==> src/hdl/rbd_pkg.sv <==
`timescale 1ns / 1ps

package rbd_pkg;

  // Internal address pointer width; dest_addr carries its low 24 bits
  localparam int ADDR_BITS = 24;

  // Port field widths
  localparam int BYTE_W     = 8;
  localparam int DEST_W     = 24;
  localparam int CFG_IDX_W  = 3;
  localparam int CFG_DATA_W = 24;

  // Register field widths
  localparam int ROW_WIDTH_W   = 10;
  localparam int ROW_COUNT_W   = 10;
  localparam int PLANE_COUNT_W = 4;
  localparam int STRIDE_W      = 13;
  localparam int BASE_W        = 24;

  // Stream and counter widths
  localparam int RUN_LEN_W = 7;
  localparam int COLUMN_W  = 11;
  localparam int REP_FLAG  = 7;

  // At most this many pixels leave per stream byte
  localparam int BURST_MAX = 64;
  localparam int BURST_W   = $clog2(BURST_MAX);

  // Register reset values
  localparam logic [ROW_WIDTH_W-1:0]   ROW_WIDTH_RST   = 10'd80;
  localparam logic [ROW_COUNT_W-1:0]   ROW_COUNT_RST   = 10'd479;
  localparam logic [PLANE_COUNT_W-1:0] PLANE_COUNT_RST = 4'd1;
  localparam logic [STRIDE_W-1:0]      STRIDE_RST      = 13'd640;
  localparam logic [BASE_W-1:0]        BASE_RST        = 24'd0;

  typedef logic [ADDR_BITS-1:0] addr_t;

  // Register map
  typedef enum logic [CFG_IDX_W-1:0] {
    CFG_ROW_WIDTH   = 3'd0,
    CFG_ROW_COUNT   = 3'd1,
    CFG_PLANE_COUNT = 3'd2,
    CFG_LINE_STRIDE = 3'd3,
    CFG_BASE_OFFSET = 3'd4
  } cfg_idx_t;

  // Controller to datapath commands
  typedef struct packed {
    logic take_byte;   // latch stream byte, clear done flag
    logic emit;        // push one pixel towards the output register
    logic emit_rep;    // pixel source: repeat pixel (else stream byte)
    logic emit_last;   // last pixel of this byte, held until finish
    logic dec_rep;     // one repeat pixel delivered
    logic dec_lit;     // one literal delivered
    logic ctrl_update; // act on a control byte
    logic load_rep;    // capture repeat pixel, restart burst count
    logic end_run;     // row end check and pointer step
    logic finish;      // release held pixel with its flags
  } rbd_cmd_t;

  // Datapath to controller status
  typedef struct packed {
    logic rep_nz;
    logic rep_one;
    logic burst_last;
    logic byte_rep;
    logic byte_len_zero;
    logic lit_last;
    logic out_free;
  } rbd_status_t;

endpackage

==> src/hdl/rbd_datapath.sv <==
`timescale 1ns / 1ps

module rbd_datapath (
  input  logic                               clk,
  input  logic                               rst_n,
  // configuration writes
  input  logic                               cfg_we,
  input  logic [rbd_pkg::CFG_IDX_W-1:0]      cfg_index,
  input  logic [rbd_pkg::CFG_DATA_W-1:0]     cfg_data,
  // stream byte
  input  logic [rbd_pkg::BYTE_W-1:0]         in_byte,
  // control
  input  rbd_pkg::rbd_cmd_t                  cmd,
  output rbd_pkg::rbd_status_t               status,
  // result register
  input  logic                               out_stall,
  output logic                               out_valid,
  output logic [rbd_pkg::BYTE_W-1:0]         out_pixel,
  output logic [rbd_pkg::DEST_W-1:0]         out_dest_addr,
  output logic                               out_run_last,
  output logic                               out_image_done
);

  // Configuration registers
  logic [rbd_pkg::ROW_WIDTH_W-1:0]   row_width_r;
  logic [rbd_pkg::ROW_COUNT_W-1:0]   row_count_r;
  logic [rbd_pkg::PLANE_COUNT_W-1:0] plane_count_r;
  logic [rbd_pkg::STRIDE_W-1:0]      line_stride_r;
  logic [rbd_pkg::BASE_W-1:0]        base_offset_r;

  // Decoder state
  logic [rbd_pkg::BYTE_W-1:0]        byte_r;
  logic [rbd_pkg::BYTE_W-1:0]        rep_pixel_r,    rep_pixel_nxt;
  logic [rbd_pkg::RUN_LEN_W-1:0]     repeat_len_r,   repeat_len_nxt;
  logic [rbd_pkg::RUN_LEN_W-1:0]     literal_left_r, literal_left_nxt;
  logic [rbd_pkg::BURST_W-1:0]       burst_cnt_r,    burst_cnt_nxt;
  logic [rbd_pkg::COLUMN_W-1:0]      column_r,       column_nxt;
  logic [rbd_pkg::ROW_COUNT_W-1:0]   row_r,          row_nxt;
  logic [rbd_pkg::PLANE_COUNT_W-1:0] plane_r,        plane_nxt;
  rbd_pkg::addr_t                    write_addr_r,   write_addr_nxt;
  logic                              plane_start_r,  plane_start_nxt;
  logic                              done_r,         done_nxt;
  logic                              held_r,         held_nxt;

  // Output register
  logic                              out_valid_r,      out_valid_nxt;
  logic [rbd_pkg::BYTE_W-1:0]        out_pixel_r,      out_pixel_nxt;
  logic [rbd_pkg::DEST_W-1:0]        out_addr_r,       out_addr_nxt;
  logic                              out_run_last_r,   out_run_last_nxt;
  logic                              out_image_done_r, out_image_done_nxt;

  // Row end terms
  logic [rbd_pkg::ROW_COUNT_W-1:0]   rows_eff;
  logic [rbd_pkg::PLANE_COUNT_W-1:0] planes_eff;
  logic [rbd_pkg::ROW_COUNT_W:0]     row_inc;
  logic [rbd_pkg::PLANE_COUNT_W:0]   plane_inc;
  logic                              row_end;
  logic                              row_wrap;
  logic                              plane_wrap;
  rbd_pkg::addr_t                    addr_skip;

  logic [rbd_pkg::RUN_LEN_W-1:0]     ctrl_len;
  logic [rbd_pkg::BYTE_W-1:0]        emit_pix;
  logic                              out_xfer;

  assign ctrl_len   = byte_r[rbd_pkg::RUN_LEN_W-1:0];
  assign emit_pix   = cmd.emit_rep ? rep_pixel_r : byte_r;
  assign out_xfer   = out_valid_r && !out_stall;

  // Zero counts behave as one
  assign rows_eff   = (row_count_r == '0) ? rbd_pkg::ROW_COUNT_W'(1) : row_count_r;
  assign planes_eff = (plane_count_r == '0) ? rbd_pkg::PLANE_COUNT_W'(1) : plane_count_r;
  assign row_inc    = {1'b0, row_r} + 1'b1;
  assign plane_inc  = {1'b0, plane_r} + 1'b1;
  assign row_end    = column_r >= rbd_pkg::COLUMN_W'(row_width_r);
  assign row_wrap   = row_inc >= {1'b0, rows_eff};
  assign plane_wrap = plane_inc >= {1'b0, planes_eff};
  // Step to next screen line; modular, stride may be below width
  assign addr_skip  = write_addr_r + rbd_pkg::addr_t'(line_stride_r)
                      - rbd_pkg::addr_t'(row_width_r);

  // Status back to the controller
  assign status.rep_nz        = repeat_len_r != '0;
  assign status.rep_one       = repeat_len_r == rbd_pkg::RUN_LEN_W'(1);
  assign status.burst_last    = burst_cnt_r == rbd_pkg::BURST_W'(rbd_pkg::BURST_MAX - 1);
  assign status.byte_rep      = byte_r[rbd_pkg::REP_FLAG];
  assign status.byte_len_zero = ctrl_len == '0;
  assign status.lit_last      = literal_left_r <= rbd_pkg::RUN_LEN_W'(1);
  assign status.out_free      = !out_valid_r || !out_stall;

  // Decoder state update
  always_comb begin
    rep_pixel_nxt    = rep_pixel_r;
    repeat_len_nxt   = repeat_len_r;
    literal_left_nxt = literal_left_r;
    burst_cnt_nxt    = burst_cnt_r;
    column_nxt       = column_r;
    row_nxt          = row_r;
    plane_nxt        = plane_r;
    write_addr_nxt   = write_addr_r;
    plane_start_nxt  = plane_start_r;
    done_nxt         = done_r;

    if (cmd.take_byte) begin
      done_nxt = 1'b0;
    end
    if (cmd.load_rep) begin
      rep_pixel_nxt = byte_r;
      burst_cnt_nxt = '0;
    end
    if (cmd.emit) begin
      write_addr_nxt = write_addr_r + 1'b1;
    end
    if (cmd.dec_rep) begin
      repeat_len_nxt = repeat_len_r - 1'b1;
      burst_cnt_nxt  = burst_cnt_r + 1'b1;
    end
    if (cmd.dec_lit && (literal_left_r != '0)) begin
      literal_left_nxt = literal_left_r - 1'b1;
    end

    // Control byte: reload pointer at plane start, advance column, load run length
    if (cmd.ctrl_update) begin
      if (plane_start_r) begin
        write_addr_nxt  = rbd_pkg::addr_t'(base_offset_r);
        plane_start_nxt = 1'b0;
      end
      column_nxt = column_r + rbd_pkg::COLUMN_W'(ctrl_len);
      if (byte_r[rbd_pkg::REP_FLAG]) begin
        repeat_len_nxt = ctrl_len;
      end else if (ctrl_len != '0) begin
        literal_left_nxt = ctrl_len;
      end
    end

    // Row end: clear column, skip pointer to next line, step row, plane and image
    if (cmd.end_run && row_end) begin
      column_nxt     = '0;
      write_addr_nxt = addr_skip;
      if (!row_wrap) begin
        row_nxt = row_inc[rbd_pkg::ROW_COUNT_W-1:0];
      end else begin
        row_nxt         = '0;
        plane_start_nxt = 1'b1;
        if (!plane_wrap) begin
          plane_nxt = plane_inc[rbd_pkg::PLANE_COUNT_W-1:0];
        end else begin
          plane_nxt = '0;
          done_nxt  = 1'b1;
        end
      end
    end
  end

  // Output register; last pixel of a byte is held until its flags settle
  always_comb begin
    out_valid_nxt      = out_valid_r && !out_xfer;
    out_pixel_nxt      = out_pixel_r;
    out_addr_nxt       = out_addr_r;
    out_run_last_nxt   = out_run_last_r;
    out_image_done_nxt = out_image_done_r;
    held_nxt           = held_r;

    if (cmd.emit) begin
      out_pixel_nxt      = emit_pix;
      out_addr_nxt       = rbd_pkg::DEST_W'(write_addr_r);
      out_run_last_nxt   = cmd.emit_last;
      out_image_done_nxt = 1'b0;
      if (cmd.emit_last) begin
        held_nxt = 1'b1;
      end else begin
        out_valid_nxt = 1'b1;
      end
    end
    if (cmd.finish && held_r) begin
      out_valid_nxt      = 1'b1;
      out_image_done_nxt = done_r;
      held_nxt           = 1'b0;
    end
  end

  // Configuration registers
  always_ff @(posedge clk) begin
    if (!rst_n) begin
      row_width_r   <= rbd_pkg::ROW_WIDTH_RST;
      row_count_r   <= rbd_pkg::ROW_COUNT_RST;
      plane_count_r <= rbd_pkg::PLANE_COUNT_RST;
      line_stride_r <= rbd_pkg::STRIDE_RST;
      base_offset_r <= rbd_pkg::BASE_RST;
    end else if (cfg_we) begin
      unique case (cfg_index)
        rbd_pkg::CFG_ROW_WIDTH:   row_width_r   <= cfg_data[rbd_pkg::ROW_WIDTH_W-1:0];
        rbd_pkg::CFG_ROW_COUNT:   row_count_r   <= cfg_data[rbd_pkg::ROW_COUNT_W-1:0];
        rbd_pkg::CFG_PLANE_COUNT: plane_count_r <= cfg_data[rbd_pkg::PLANE_COUNT_W-1:0];
        rbd_pkg::CFG_LINE_STRIDE: line_stride_r <= cfg_data[rbd_pkg::STRIDE_W-1:0];
        rbd_pkg::CFG_BASE_OFFSET: base_offset_r <= cfg_data[rbd_pkg::BASE_W-1:0];
        default: ;
      endcase
    end
  end

  // Payload registers
  always_ff @(posedge clk) begin
    if (cmd.take_byte) begin
      byte_r <= in_byte;
    end
    out_pixel_r      <= out_pixel_nxt;
    out_addr_r       <= out_addr_nxt;
    out_run_last_r   <= out_run_last_nxt;
    out_image_done_r <= out_image_done_nxt;
  end

  // Control and decoder state
  always_ff @(posedge clk) begin
    if (!rst_n) begin
      rep_pixel_r    <= '0;
      repeat_len_r   <= '0;
      literal_left_r <= '0;
      burst_cnt_r    <= '0;
      column_r       <= '0;
      row_r          <= '0;
      plane_r        <= '0;
      write_addr_r   <= '0;
      plane_start_r  <= 1'b1;
      done_r         <= 1'b0;
      held_r         <= 1'b0;
      out_valid_r    <= 1'b0;
    end else begin
      rep_pixel_r    <= rep_pixel_nxt;
      repeat_len_r   <= repeat_len_nxt;
      literal_left_r <= literal_left_nxt;
      burst_cnt_r    <= burst_cnt_nxt;
      column_r       <= column_nxt;
      row_r          <= row_nxt;
      plane_r        <= plane_nxt;
      write_addr_r   <= write_addr_nxt;
      plane_start_r  <= plane_start_nxt;
      done_r         <= done_nxt;
      held_r         <= held_nxt;
      out_valid_r    <= out_valid_nxt;
    end
  end

  assign out_valid      = out_valid_r;
  assign out_pixel      = out_pixel_r;
  assign out_dest_addr  = out_addr_r;
  assign out_run_last   = out_run_last_r;
  assign out_image_done = out_image_done_r;

endmodule

==> src/hdl/rbd_ctrl.sv <==
`timescale 1ns / 1ps

module rbd_ctrl (
  input  logic                 clk,
  input  logic                 rst_n,
  input  logic                 in_valid,
  output logic                 in_stall,
  input  rbd_pkg::rbd_status_t status,
  output rbd_pkg::rbd_cmd_t    cmd
);

  typedef enum logic [3:0] {
    S_WAIT,
    S_FLUSH,
    S_FLUSH_END,
    S_CTRL,
    S_REP_LOAD,
    S_REP_EMIT,
    S_LIT,
    S_END,
    S_FIN
  } state_t;

  // Meaning of the next stream byte
  typedef enum logic [1:0] {
    PH_CTRL,
    PH_REP,
    PH_LIT
  } phase_t;

  state_t state_r, state_nxt;
  phase_t phase_r, phase_nxt;

  assign in_stall = state_r != S_WAIT;

  // Sequencing and command decode
  always_comb begin
    state_nxt = state_r;
    phase_nxt = phase_r;
    cmd       = '0;

    unique case (state_r)
      S_WAIT: begin
        if (in_valid) begin
          cmd.take_byte = 1'b1;
          unique case (phase_r)
            PH_REP:  state_nxt = S_REP_LOAD;
            PH_LIT:  state_nxt = S_LIT;
            default: state_nxt = S_FLUSH;
          endcase
        end
      end

      // Remainder of a long repeat goes out before the control byte
      S_FLUSH: begin
        if (!status.rep_nz) begin
          state_nxt = S_CTRL;
        end else if (status.out_free) begin
          cmd.emit      = 1'b1;
          cmd.emit_rep  = 1'b1;
          cmd.emit_last = status.rep_one;
          cmd.dec_rep   = 1'b1;
          if (status.rep_one) begin
            state_nxt = S_FLUSH_END;
          end
        end
      end

      S_FLUSH_END: begin
        cmd.end_run = 1'b1;
        state_nxt   = S_CTRL;
      end

      S_CTRL: begin
        cmd.ctrl_update = 1'b1;
        if (status.byte_rep) begin
          phase_nxt = PH_REP;
          state_nxt = S_FIN;
        end else if (status.byte_len_zero) begin
          phase_nxt = PH_CTRL;
          state_nxt = S_END;
        end else begin
          phase_nxt = PH_LIT;
          state_nxt = S_FIN;
        end
      end

      S_REP_LOAD: begin
        cmd.load_rep = 1'b1;
        phase_nxt    = PH_CTRL;
        state_nxt    = status.rep_nz ? S_REP_EMIT : S_END;
      end

      // Up to one burst of the run; a longer run ends on the next byte
      S_REP_EMIT: begin
        if (status.out_free) begin
          cmd.emit      = 1'b1;
          cmd.emit_rep  = 1'b1;
          cmd.emit_last = status.rep_one || status.burst_last;
          cmd.dec_rep   = 1'b1;
          if (status.rep_one) begin
            state_nxt = S_END;
          end else if (status.burst_last) begin
            state_nxt = S_FIN;
          end
        end
      end

      S_LIT: begin
        if (status.out_free) begin
          cmd.emit      = 1'b1;
          cmd.emit_last = 1'b1;
          cmd.dec_lit   = 1'b1;
          if (status.lit_last) begin
            phase_nxt = PH_CTRL;
            state_nxt = S_END;
          end else begin
            state_nxt = S_FIN;
          end
        end
      end

      S_END: begin
        cmd.end_run = 1'b1;
        state_nxt   = S_FIN;
      end

      S_FIN: begin
        cmd.finish = 1'b1;
        state_nxt  = S_WAIT;
      end

      default: state_nxt = S_WAIT;
    endcase
  end

  always_ff @(posedge clk) begin
    if (!rst_n) begin
      state_r <= S_WAIT;
      phase_r <= PH_CTRL;
    end else begin
      state_r <= state_nxt;
      phase_r <= phase_nxt;
    end
  end

endmodule

==> src/hdl/rle_bitmap_blit_decoder.sv <==
`timescale 1ns / 1ps

// Run-length bitmap decoder with destination address generation.
// Input channel (in_valid/in_stall/in_byte): one compressed stream byte per
// transfer; in_stall is low only while the block waits for the next byte.
// Output channel (out_valid/out_stall/out_*): one pixel per transfer with its
// address; out_run_last marks the last pixel caused by a stream byte and
// out_image_done marks it when the last row of the last plane has closed.
// Configuration: cfg_valid/cfg_ready with cfg_index and cfg_data; cfg_ready
// is always high, writes belong between images or while idle.
// Sequencing by the state machine, without output stalls: after a transfer,
// in_stall stays high on a control byte for S_FLUSH (and S_FLUSH_END after a
// flush), S_CTRL, S_END on a zero-length literal, and S_FIN; on a literal byte
// for S_LIT, S_END on the last one, and S_FIN; on a repeat data byte giving N
// pixels (at most 64), one pixel per cycle, for S_REP_LOAD, S_REP_EMIT, S_END
// (not after a full burst) and S_FIN; the rest of a longer run leaves in
// S_FLUSH before the next control byte; a literal pixel is held until S_FIN.
// The output register lets the next byte be taken while a pixel waits.
// When the receiver stalls, the pixel sequence pauses and resumes in step.
// Reset restores the register defaults and starts a new image at plane 0.

module rle_bitmap_blit_decoder (
  input  logic                           clk,
  input  logic                           rst_n,
  // configuration
  input  logic                           cfg_valid,
  output logic                           cfg_ready,
  input  logic [rbd_pkg::CFG_IDX_W-1:0]  cfg_index,
  input  logic [rbd_pkg::CFG_DATA_W-1:0] cfg_data,
  // compressed stream
  input  logic                           in_valid,
  output logic                           in_stall,
  input  logic [rbd_pkg::BYTE_W-1:0]     in_byte,
  // decoded pixels
  output logic                           out_valid,
  input  logic                           out_stall,
  output logic [rbd_pkg::BYTE_W-1:0]     out_pixel,
  output logic [rbd_pkg::DEST_W-1:0]     out_dest_addr,
  output logic                           out_run_last,
  output logic                           out_image_done
);

  rbd_pkg::rbd_cmd_t    cmd;
  rbd_pkg::rbd_status_t status;

  assign cfg_ready = 1'b1;

  rbd_ctrl u_ctrl (
    .clk      (clk),
    .rst_n    (rst_n),
    .in_valid (in_valid),
    .in_stall (in_stall),
    .status   (status),
    .cmd      (cmd)
  );

  rbd_datapath u_datapath (
    .clk            (clk),
    .rst_n          (rst_n),
    .cfg_we         (cfg_valid && cfg_ready),
    .cfg_index      (cfg_index),
    .cfg_data       (cfg_data),
    .in_byte        (in_byte),
    .cmd            (cmd),
    .status         (status),
    .out_stall      (out_stall),
    .out_valid      (out_valid),
    .out_pixel      (out_pixel),
    .out_dest_addr  (out_dest_addr),
    .out_run_last   (out_run_last),
    .out_image_done (out_image_done)
  );

endmodule
==> config.mk <==
export PLATFORM = sky130hd
export DESIGN_NAME = rle_bitmap_blit_decoder
export DESIGN_NICKNAME = d
export VERILOG_FILES = /design/src/hdl/rbd_pkg.sv /design/src/hdl/rbd_datapath.sv /design/src/hdl/rbd_ctrl.sv /design/src/hdl/rle_bitmap_blit_decoder.sv
export SDC_FILE = /design/constraint.sdc
export NUM_CORES = 1
export LEC_CHECK = 0
export ABC_AREA = 1
export BUFFER_PORTS_ARGS = -buffer_cell sky130_fd_sc_hd__buf_4
export CAP_MARGIN = 20
export CORE_MARGIN = 3
export CORE_UTILIZATION = 46
export DETAILED_ROUTE_END_ITERATION = 7
export PLACE_DENSITY = 0.66
export SYNTH_ARGS = -nofsm -noshare
export SYNTH_HDL_FRONTEND = slang
export SYNTH_SLANG_ARGS = --single-unit
export TNS_END_PERCENT = 1
==> constraint.sdc <==
create_clock -name clk -period 2.3 [get_ports clk]
set_input_delay 0.46 -clock clk [delete_from_list [all_inputs] [get_ports clk]]
set_output_delay 0.46 -clock clk [all_outputs]
set_load 0.05 [all_outputs]
==> results of run 1 <==
[synthesized netlist by cell type, drive strengths merged, types with 11 or more instances]
master / number / area [um2]
inv: 249 / 935
edfxtp: 42 / 1260
a21oi: 145 / 737
dfxtp: 148 / 2960
fa: 11 / 220
xnor2: 12 / 105
nand3: 127 / 686
nand2: 406 / 1570
xor2: 28 / 245
o211ai: 21 / 168
nand3b: 16 / 120
nor2: 181 / 729
nand4: 26 / 169
o21ai: 97 / 489
buf: 20 / 148
ha: 77 / 963
clkbuf: 25 / 93.8
[logic make-up (layout without fill, tap and decap cells)]
family,count (synthesis),after routing,share of synthesized area
flops,190,190,0.358
simple gates,774,774,0.287
buf+inv,295,477,0.0999
compound gates,275,275,0.126
other cells,1,1,0.000318
fa+ha+maj,88,88,0.100
xor+xnor,40,40,0.0297
[worst reg2reg max path, stage by stage (launching register included)]
cell and delay (ns):
dfxtp_4 0.39, ha_4 0.16, nand2_4 0.06, nor3_4 0.21
nand3_2 0.15, xor2_4 0.20, ha_4 0.27, a21oi_2 0.16
o211ai_1 0.13, nor2_2 0.18, nand3_4 0.16, buf_6 0.18
nand3_2 0.06, nand2_1 0.06, nor2_1 0.10
[worst max path at each step]
stage | start | to | cells after the start
floorplan | u_datapath.row_r[0] | u_datapath.plane_r[0] | 13
global placement | u_datapath.write_addr_r[2] | u_datapath.write_addr_r[11] | 13
detailed placement | u_datapath.row_r[0] | u_datapath.plane_r[2] | 13
CTS | u_datapath.row_r[1] | u_datapath.row_r[2] | 13
global route | u_datapath.row_r[0] | u_datapath.plane_r[3] | 13
finish | u_datapath.row_r[0] | u_datapath.plane_r[2] | 14
[where the power goes]
part	switching, uW	internal, uW
logic	3570	1860
clock network	1560	1490
registers	247	3910
[cells in the final DEF (no fill, tap or decap), drive strengths merged, types with 12 or more instances in the layout]
master / count
nand2: 406
inv: 256
buf: 195
nor2: 181
dfxtp: 148
a21oi: 145
nand3: 127
o21ai: 97
ha: 77
edfxtp: 42
xor2: 28
nand4: 26
o211ai: 21
clkbuf: 17
nand3b: 16
xnor2: 12
[cell type report]
class                   instances  area share
flip-flops and latches        190       0.289
multi-input cells            1178       0.471
clock buffers                  17      0.0290
well taps                     330      0.0282
inverters                     250      0.0640
clock inverters                15      0.0131
repair buffers                195       0.105
[registers in the layout, indices dropped and copies added, names as in the netlist, 2 cells and up]
signal,cells
u_datapath.row_r,10
u_datapath.row_count_r,10
u_datapath.out_pixel,8
u_datapath.base_offset_r,24
u_datapath.column_r,11
u_datapath.out_dest_addr,24
u_datapath.row_width_r,10
u_datapath.plane_count_r,4
u_datapath.literal_left_r,7
u_datapath.write_addr_r,24
u_datapath.repeat_len_r,7
u_ctrl.phase_r,2
u_ctrl.state_r,4
u_datapath.rep_pixel_r,8
u_datapath.byte_r,8
u_datapath.burst_cnt_r,6
u_datapath.plane_r,4
u_datapath.line_stride_r,13
[per-stage QoR]
step | TNS (ns) | total power, uW | hold WS, ns | setup slack [ns] | utilization
after global placement | -2.67 | 9360 | 0.435 | -0.183 | 0.533
after detailed placement | -4.94 | 9410 | 0.441 | -0.231 | 0.533
after floorplan | 0 | 7830 | 0.424 | 0.0110 | -
after global routing | -5.67 | 13400 | 0.165 | -0.290 | 0.582
final | -2.23 | 12700 | 0.189 | -0.179 | 0.582
after CTS | -0.0424 | 12600 | 0.169 | -0.00779 | 0.575
[metal layers]
layer | wire length, um | share of wire
met4 | 903 | 0.026
met1 | 15100 | 0.44
met5 | 0 | 0
met3 | 1680 | 0.049
met2 | 16700 | 0.49
[timing repair]
| item | in CTS | in global routing |
|---|---|---|
| buffers inserted | 8 | 2 |
| gates cloned | 1 | 0 |
| resized for setup | 79 | 41 |
| pin swaps | 30 | 22 |
| endpoints found under the setup margin | 34 | 38 |
==> flow_metrics.tcl, run 1 <==
set metrics [dict create \
    synth_area_per_cell_um2 7.10 \
    critical-path-max-stage-delay_ns 0.39 \
    postPlaceCellArea_um2 13400 \
    setup_viol 20 \
    reg2reg_slack_ns -0.18 \
    cts_tree "built" \
    critical_path_arrival_ns 2.86 \
    num_rows 58 \
    status "complete, but fails checks" \
    cp_num_buf_inv 1 \
    die_x_um 166 \
    cp_max_fo 5 \
    core_um2 25200 \
    cts_buffer_depth 2 \
    period_share 1.08 \
    reg2reg_from "u_datapath.row_r[0]" \
    fmax_mhz 403 \
    timing.max_cap.violations 0 \
    antenna_cells 0 \
    gp_congestion 0.967 \
    cp.required_ns 2.68 \
    path_cells "ha_4 > nand2_4 > nor3_4 > nand3_2 > xor2_4 > ha_4 > a21oi_2 > o211ai_1 > nor2_2 > nand3_4 > buf_6 > nand3_2 > nand2_1 > nor2_1" \
    min_from "in_byte[4]" \
    finalInstanceArea_um2 14700 \
    hold_path.class "in -> reg" \
    rr_endpoint "u_datapath.plane_r[2]" \
    power-per-cell-area_nw_per_um2 863 \
    use_met1 0.317 \
    violations "setup timing" \
    vias 11445 \
    numPortBuffers 75 \
    worst_slack_ns -0.179 \
    num-fill-cells 2314 \
    min_path_cells 1 \
    vias_per_cell 5.26 \
    drv_slew 0 \
    grt_pass1_vias 10983 \
    wl_mm 34.4 \
    grt_max_degree 50 \
    cts_hold_buffers 0 \
    io_pins 77 \
    p_leak_uw 0.00678 \
    synth_flop_cell "dfxtp_1" \
    clkSinkCount 190 \
    synth_edf_count 42 \
    multi_input_area_um2 6910 \
    relSlewSlack 0.421 \
    skew_ns 0.0132 \
    nets 1960 \
    synth_cells 1663 \
    cp-start-kind "flip-flop" \
    cts_made_buffers 17 \
    clock_latency_ns 0.44 \
    grt.overflow.total 0 \
    path_clk_slew_ns 0.08 \
    worstSetupPathType "reg -> reg" \
    drtIter0Drc 865 \
    min_period_ns 2.48 \
    drt_first_pass_iters 5 \
    ant_nets 0 \
    die_h_um 166 \
    routedWlPerCell_um 15.8 \
    h-tree-depth 4 \
    grt_pass1_wl_mm 55.4 \
    slowest_stage "dfxtp_4" \
    crit_path_end_kind "flip-flop" \
    rsz0062_at_grt "yes" \
    post-route-drc-count 0 \
    start_util 0.469 \
    synth_cell_types 49 \
    crit_family "simple AND/OR/NAND/NOR gates" \
    async_reset_ff_frac 0 \
    antenna_found_initial 0 \
    ir_drop_mv 0.525 \
    dp.cells 2132 \
    seqCellArea_um2 4240 \
    drive_above_1_share 0.205 \
    syn_to_final_growth_pct 24.2 \
    grt-busiest-layer "met2" \
    die_area_um2 27600 \
    syn_area_um2 11800 \
    syn_nets 1791 \
    hold_viol_final 0 \
    root_buffer "clkbuf_16" \
    ys_ff_latch 190 \
    use_met3 0.0362 \
    tightestPinTransition_ns 0.868 \
    grt_usage 0.245 \
    rr_worst_depth 14 \
    hpwl_mm 25.6 \
    synth_seq_area_share 0.358 \
    stdcell_count 2175 \
    grtUsageMet2 0.426 \
    yosys_warnings 0 \
    hold_end "u_datapath.byte_r[4]" \
]
No activity file was read; power rests on OpenSTA's default activity.
==> inputs of run 2 (changes only) <==
--- a/config.mk
+++ b/config.mk
@@ -5,10 +5,8 @@
 export SDC_FILE = /design/constraint.sdc
 export NUM_CORES = 1
 export LEC_CHECK = 0
-export ABC_AREA = 1
 export BUFFER_PORTS_ARGS = -buffer_cell sky130_fd_sc_hd__buf_4
 export CAP_MARGIN = 20
-export CORE_MARGIN = 3
 export CORE_UTILIZATION = 46
 export DETAILED_ROUTE_END_ITERATION = 7
 export PLACE_DENSITY = 0.66
==> run 2 against run 1 <==
Die area decreased by 13%. Worst setup slack worse by 0.34 ns. Synthesized cell count down 25%. The flow still finishes with violations (setup timing). Critical endpoint is now u_datapath.write_addr_r[22]. Largest cell class unchanged. Critical path type unchanged.
==> flow_metrics.tcl, run 2 <==
set metrics [dict create \
    vias_per_cell 5.25 \
    path_clk_slew_ns 0.08 \
    cts_buffer_depth 2 \
    drtIter0Drc 421 \
    nets 1557 \
    rsz0062_at_grt "yes" \
    synth_commonest_cells "nand2_1 (216), dfxtp_1 (148), inv_1 (100)" \
    syn_to_final_growth_pct 26.2 \
    drv_slew 0 \
    netlist_top_cells_area "dfxtp_1 (28%), edfxtp_1 (12%), ha_1 (8.9%), nand2_1 (7.5%), a21boi_0 (4.2%)" \
    min_period_ns 2.81 \
    critical_path_arrival_ns 3.17 \
    drive_above_1_share 0.236 \
    cp.required_ns 2.66 \
    clkSinkCount 190 \
    power-per-cell-area_nw_per_um2 929 \
    wl_mm 27.1 \
    drt_first_pass_iters 5 \
    period_share 1.22 \
    start_util 0.473 \
    yosysTopAreaCellShare 0.275 \
    status "complete, but fails checks" \
    hpwl_mm 20.1 \
    final_cell_mix "nand2_1 (213), buf_4 (207), dfxtp_1 (136)" \
    core_um2 22800 \
    worst_slack_ns -0.515 \
    final_common_cell "nand2_1" \
    grt_pass1_vias 8872 \
    synth_cell_types 75 \
    die_h_um 155 \
    numPortBuffers 75 \
    synth_edf_count 42 \
    yosys_warnings 0 \
    whs_ns 0.194 \
    cts_hold_buffers 0 \
    multi_input_area_um2 6280 \
    p_leak_uw 0.00574 \
    synth_flop_cell "dfxtp_1" \
    cp-start-kind "flip-flop" \
    violations "setup timing" \
    worstSetupPathType "reg -> reg" \
    ant_nets 0 \
    routedWlPerCell_um 15.5 \
    synth_most_common_cell "nand2_1" \
    synth_area_per_cell_um2 8.65 \
    root_buffer "clkbuf_16" \
    async_reset_ff_frac 0 \
    totalPowerFinal_uw 12600 \
    num-fill-cells 2064 \
    die_area_um2 24000 \
    postPlaceCellArea_um2 12700 \
    finalInstanceArea_um2 13600 \
    grt_usage 0.234 \
    grt_pass1_wl_mm 44.4 \
    synth_seq_area_share 0.392 \
    num_rows 55 \
    crit_path_end_kind "flip-flop" \
    synth_cells 1244 \
    relSlewSlack 0.592 \
    die_x_um 155 \
    syn_nets 1372 \
    vias 9209 \
    cp_max_fo 4 \
    antenna_cells 0 \
    seqCellArea_um2 4240 \
    ir_drop_mv 0.528 \
    critical-path-max-stage-delay_ns 0.55 \
    grt_max_degree 55 \
    io_pins 77 \
    skew_ns 0.0134 \
    hold_path.class "in -> reg" \
    cts_tree "built" \
    ys_ff_latch 190 \
    timing.max_cap.violations 0 \
    final_util 0.596 \
    fmax_mhz 355 \
    h-tree-depth 4 \
    setup_viol 32 \
    syn_area_um2 10800 \
    path_cells "inv_2 > fa_1 > inv_2 > ha_4 > a211oi_4 > o211a_1 > or3_4 > a21oi_4 > nand4_1 > nand4_1 > a31oi_1 > xor2_1 > o32ai_1" \
    antenna_found_initial 0 \
    slowest_stage "fa_1" \
    cts_made_buffers 17 \
    tightestPinTransition_ns 0.612 \
    yosys.area.top_type "dfxtp_1" \
    gp_congestion 0.896 \
    clock_latency_ns 0.44 \
    hold_viol_final 0 \
    grt.overflow.total 0 \
    post-route-drc-count 0 \
]
run 2: cells by family (layout without fill, tap and decap cells):
kind of cell,Yosys count,in the layout,share of synthesized area
simple gates,455,455,0.199
fa+ha+maj,88,88,0.110
compound gates,279,279,0.177
buf+inv,149,347,0.0542
flops,190,190,0.392
other cells,1,1,0.000348
mux,9,9,0.00848
xor+xnor,73,73,0.0594
run 2: area by class of cell:
type | instances | share of cell area
clock inverter | 15 | 0.0132
multi-input combinational | 905 | 0.463
clock buffer | 17 | 0.0313
sequential | 190 | 0.312
timing repair buffer | 214 | 0.124
inverter | 101 | 0.0281
tap | 313 | 0.0288
run 2: what timing repair did:
action | in CTS | in global routing
endpoints found under the setup margin | 50 | 51
gates resized for setup | 30 | 28
pin swaps | 13 | 9
setup buffers | 1 | 1
run 2: path summary, 6_finish.rpt:
path	start	to	slack, ns	cells after the start
setup / recovery	u_datapath.write_addr_r[2]	u_datapath.write_addr_r[22]	-0.51	13
hold / removal	in_byte[7]	u_datapath.byte_r[7]	0.19	1
setup reg to reg	u_datapath.write_addr_r[2]	u_datapath.write_addr_r[22]	-0.51	13
hold reg to reg	u_datapath.base_offset_r[5]	u_datapath.write_addr_r[5]	0.45	2
run 2: stage by stage:
step	cells	TNS, ns	setup slack [ns]
6_report	1755	-9.71	-0.515
5_1_grt	1755	-14.73	-0.620
4_1_cts	1754	-9.39	-0.460
3_5_place_dp	1721	-13.85	-0.534
3_3_place_gp	1721	-11.89	-0.505
2_1_floorplan	1244	-7.57	-0.387
run 2: layer usage:
layer  share of wire  GRT usage  up-vias
met5               0          0        -
met2            0.46      0.383      196
met1            0.48      0.318     4352
met4           0.017     0.0712        0
met3           0.045     0.0323       30
li1                -          -     4631
run 2: worst max-delay path: cells and delay by family (launching register included):
kind                       cells  cell delay (ns)
and+or+nand+nor                3             0.64
adders and majority gates      2             0.83
AOI/OAI and AO/OA              5             0.67
buffers and inverters          2             0.09
xor gates and xnor gates       1             0.15
DFF                            1             0.33
run 2: where the power goes:
part	leakage (uW)	switching (uW)	internal (uW)	total [uW]
sequential	0.00160	281	4010	4290
combinational	0.00385	3170	2100	5270
clock	0.000299	1410	1640	3050
